$ cat config.mk
export PLATFORM = sky130hd
export DESIGN_NAME = kpms_cell
export DESIGN_NICKNAME = d
export VERILOG_FILES = /design/src/rtl/kpms_pkg.sv /design/src/rtl/kpms_cell.sv
export SDC_FILE = /design/constraint.sdc
export NUM_CORES = 1
export LEC_CHECK = 0
export BUFFER_PORTS_ARGS = -buffer_cell sky130_fd_sc_hd__buf_2
export CAP_MARGIN = 20
export CORE_MARGIN = 3
export CORE_UTILIZATION = 43
export CTS_CLUSTER_DIAMETER = 80
export DETAILED_ROUTE_END_ITERATION = 16
export PLACE_DENSITY = 0.84
export SYNTH_ARGS = -nofsm -noshare
export SYNTH_HDL_FRONTEND = slang
export SYNTH_SLANG_ARGS = --single-unit
$ cat constraint.sdc
create_clock -name clk -period 15.05 [get_ports clk]
set_input_delay 4.515 -clock clk [delete_from_list [all_inputs] [get_ports clk]]
set_output_delay 4.515 -clock clk [all_outputs]
set_load 0.01 [all_outputs]
$ cat src/rtl/kpms_pkg.sv
// kpms_pkg: word and link types shared by the key/payload sorter.
// No dependencies; used by kpms_cell and key_payload_merge_sort_core.
`default_nettype none

package kpms_pkg;

  localparam int unsigned KEY_W = 32;
  localparam int unsigned PAY_W = 32;

  typedef struct packed {
    logic [KEY_W-1:0] key;
    logic [PAY_W-1:0] payload;
  } rec_t;

  // Input word: one record.
  typedef struct packed {
    logic [KEY_W-1:0] key;
    logic [PAY_W-1:0] payload;
    logic             batch_end;
  } in_word_t;

  // Output word: one sorted record.
  typedef struct packed {
    logic [KEY_W-1:0] sorted_key;
    logic [PAY_W-1:0] sorted_payload;
    logic             run_end;
    logic             dropped;
  } out_word_t;

  // What a cell shows its neighbors.
  typedef struct packed {
    rec_t rec;
    logic valid;
    logic place;   // new record belongs at or before this cell
  } cell_link_t;

  // Broadcast control to every cell.
  typedef struct packed {
    logic ins;     // insert new_rec this cycle
    logic drain;   // shift the chain toward cell 0
    rec_t new_rec;
  } cell_ctl_t;

endpackage

`default_nettype wire

$ cat src/rtl/kpms_cell.sv
// kpms_cell: one slot of the insertion chain, holds one record.
// Depends on kpms_pkg.
`default_nettype none

module kpms_cell (
  input  wire logic                clk,
  input  wire logic                rst,
  input  wire kpms_pkg::cell_ctl_t ctl,
  input  wire kpms_pkg::cell_link_t left,
  input  wire kpms_pkg::cell_link_t right,
  output kpms_pkg::cell_link_t     link
);

  kpms_pkg::rec_t rec;
  logic           valid;
  logic           place;

  // Strict less-than keeps equal keys in load order.
  assign place = !valid || (ctl.new_rec.key < rec.key);

  assign link.rec   = rec;
  assign link.valid = valid;
  assign link.place = place;

  always_ff @(posedge clk) begin
    if (rst) begin
      valid <= 1'b0;
    end else if (ctl.drain) begin
      rec   <= right.rec;
      valid <= right.valid;
    end else if (ctl.ins && place) begin
      if (left.place) begin
        rec   <= left.rec;
        valid <= left.valid;
      end else begin
        rec   <= ctl.new_rec;
        valid <= 1'b1;
      end
    end
  end

endmodule

`default_nettype wire

==> flow_summary.toml <==
[outcome]
status = "completed"

[yosys]
yosys.area.top_type = "edfxtp_1"
synth_top_area_share_pct = 47.0
synthTopCellsByArea = "edfxtp_1 (47%), mux2i_1 (16%), ha_1 (9.5%), o21ai_0 (8.5%), nand2_1 (6.6%)"
ys_ff_latch = 65
synthArstFlopShare_pct = 0
ys.flop_type = "edfxtp_1"
synth-seq-area-share_pct = 47.5
synth.distinct_cells = 28
synth_edf_count = 64
syn-cell-area_sq_mm = 0.00409
avgSynthCellArea_sq_um = 10.2
syn_nets = 631
synth.most_common_cell = "nand2_1"
syn_inst = 400
synth_common_cells = "nand2_1 (72), o21ai_0 (69), edfxtp_1 (64), mux2i_1 (64), inv_1 (34)"
ys_warn_count = 0

[clocking]
cts_max_level = 3
ctsRootBufferMaster = "clkbuf_8"
clkTransAtPathRegs_ps = 60
tritoncts = "yes"
cts_sinks = 65
post_cts_resized = 0
clk_latency_ps = 330
postCtsHoldBufs = 0
cts_buffer_depth = 2
cts_made_buffers = 9
post_cts_buffers = 0

[critical_path]
slowest_stage = "ha_1"
critPathMaxFanout = 2
criticalPathCategory = "primary input to primary output"
crit_path_frequent_cell = "buf_2"
arrival_ps = 6260
startpoint_type = "primary input"
crit_path_end_kind = "primary output"
slowest_delay_ps = 300
cp_cell_sequence = "buf_2 > ha_1 > a211o_1 > a31oi_1 > o311a_1 > o41ai_2 > and3_2 > o21ai_0 > buf_2"
worstPathRequired_ps = 10540

[timing]
worst_pin_slew_ps = 1090
rsz0062_at_grt = "false"
setup_violations = 0
finalHoldViolations = 0
max_slew_margin_pct = 27.1
period_needed_ps = 10780
fmax_ghz = 0.0928
postLayoutSetupSlackWorst_ps = 4270
finalCritPeriodShare_pct = 71.6
fin_worst_skew_ps = 13.3
hold_ws_ps = 571
fin_setup_tns_ps = 0
drv_slew = 0

[global_route]
grt_pass1_vias = 3780
antenna_found_initial = 0
grt_use_total_pct = 20.9
grt_pass1_wl_mm = 17.3
overflow = 0
grt_max_degree = 81

[floorplan]
die_h_um = 103
start_util_pct = 45.5
rows = 34
fp.dieW_um = 103
core_sq_mm = 0.00898
boundaryPins = 266
die_area_sq_mm = 0.0107

[layout]
nets = 885
drive_gt1_share_pct = 42.9
diodes = 0
syn_to_final_growth_pct = 38.7
design_area_sq_mm = 0.00567

[pwr]
p_leak_nw = 2.93
ir_worst_vdd_uv = 60.8
power_density_mw_per_mm2 = 87.0

[place]
place_congestion = 0.851
hpwl_mm = 9.39
place_area_sq_mm = 0.00549
io_buffer_count = 264
pre_cts_slack_ps = 4250

[drt]
firstDrtPassIters = 4
drc = 0
ant_nets = 0
wl_per_cell_um = 15.1
via_per_inst = 4.96
finalWirelength_mm = 11.8
drt_first_iter_violations = 94
num_vias = 3891

[worst_hold_path]
hold_class = "flop to flop"

[flow_run]
cap_viol_max_count = 0
flip-flops by register name, summed over array words and instances (netlist names):
signal	count
valid	1
link	64
area by class of cell:
type	count	area, sq um
Inverter	34	128
Tap cell	126	158
Multi-Input combinational cell	278	1920
Fill cell	752	3310
Clock buffer	10	128
Timing Repair Buffer	266	1340
Sequential cell	65	1940
Clock inverter	5	47.5
placed cells by master (no fill, tap or decap), types with 4 or more instances in the layout:
cell type / n
mux2i_1: 64
o21ai_0: 69
buf_2: 262
clkbuf_8: 9
ha_1: 31
inv_1: 34
buf_4: 4
nand2_1: 72
nand4_1: 4
edfxtp_1: 64
a21oi_1: 15
kinds of logic (layout without fill, tap and decap cells):
kind of cell / count (synthesis) / count (layout) / synth area share (%)
adders and majority gates: 31 / 31 / 9.49
AOI/OAI and AO/OA: 97 / 97 / 13.1
DFF: 65 / 65 / 47.5
and+or+nand+nor: 86 / 86 / 8.63
buffers and inverters: 57 / 315 / 5.60
muxes: 64 / 64 / 15.7
final timing paths:
check / cells after the start / end / startpoint / slack (ps)
hold / removal: 2 / valid / valid / 570
setup reg to reg: 9 / link[26] / link[36] / 12030
hold reg to reg: 2 / valid / valid / 570
setup / recovery: 9 / link[0] / ctl[34] / 4270
critical path, delay by kind of cell:
family | cells | cell delay (ps)
buffers and inverters | 2 | 280
adders and majority gates | 1 | 300
AOI/OAI and AO/OA | 5 | 940
and+or+nand+nor | 1 | 230
where the power goes:
group | switching (mW) | internal, mW | leakage [nW]
registers | 0.00640 | 0.223 | 0.636
clock network | 0.0646 | 0.0741 | 0.0910
logic | 0.0679 | 0.0567 | 2.20
total | 0.139 | 0.354 | 2.93
metrics by stage:
stage | utilization (%) | instances | power, mW
CTS | 63.1 | 784 | 0.498
global placement | 61.2 | 769 | 0.353
finish | 63.1 | 784 | 0.493
global route | 63.1 | 784 | 0.523
floorplan | - | 400 | 0.302
detailed placement | 61.2 | 769 | 0.359
routing by layer:
layer | routed length (um) | GRT usage, %
met1 | 4470 | 22.2
met2 | 6210 | 39.0
met3 | 812 | 5.10
met4 | 311 | 8.67
met5 | 0 | 0
Power figures use the tool's default switching activity.
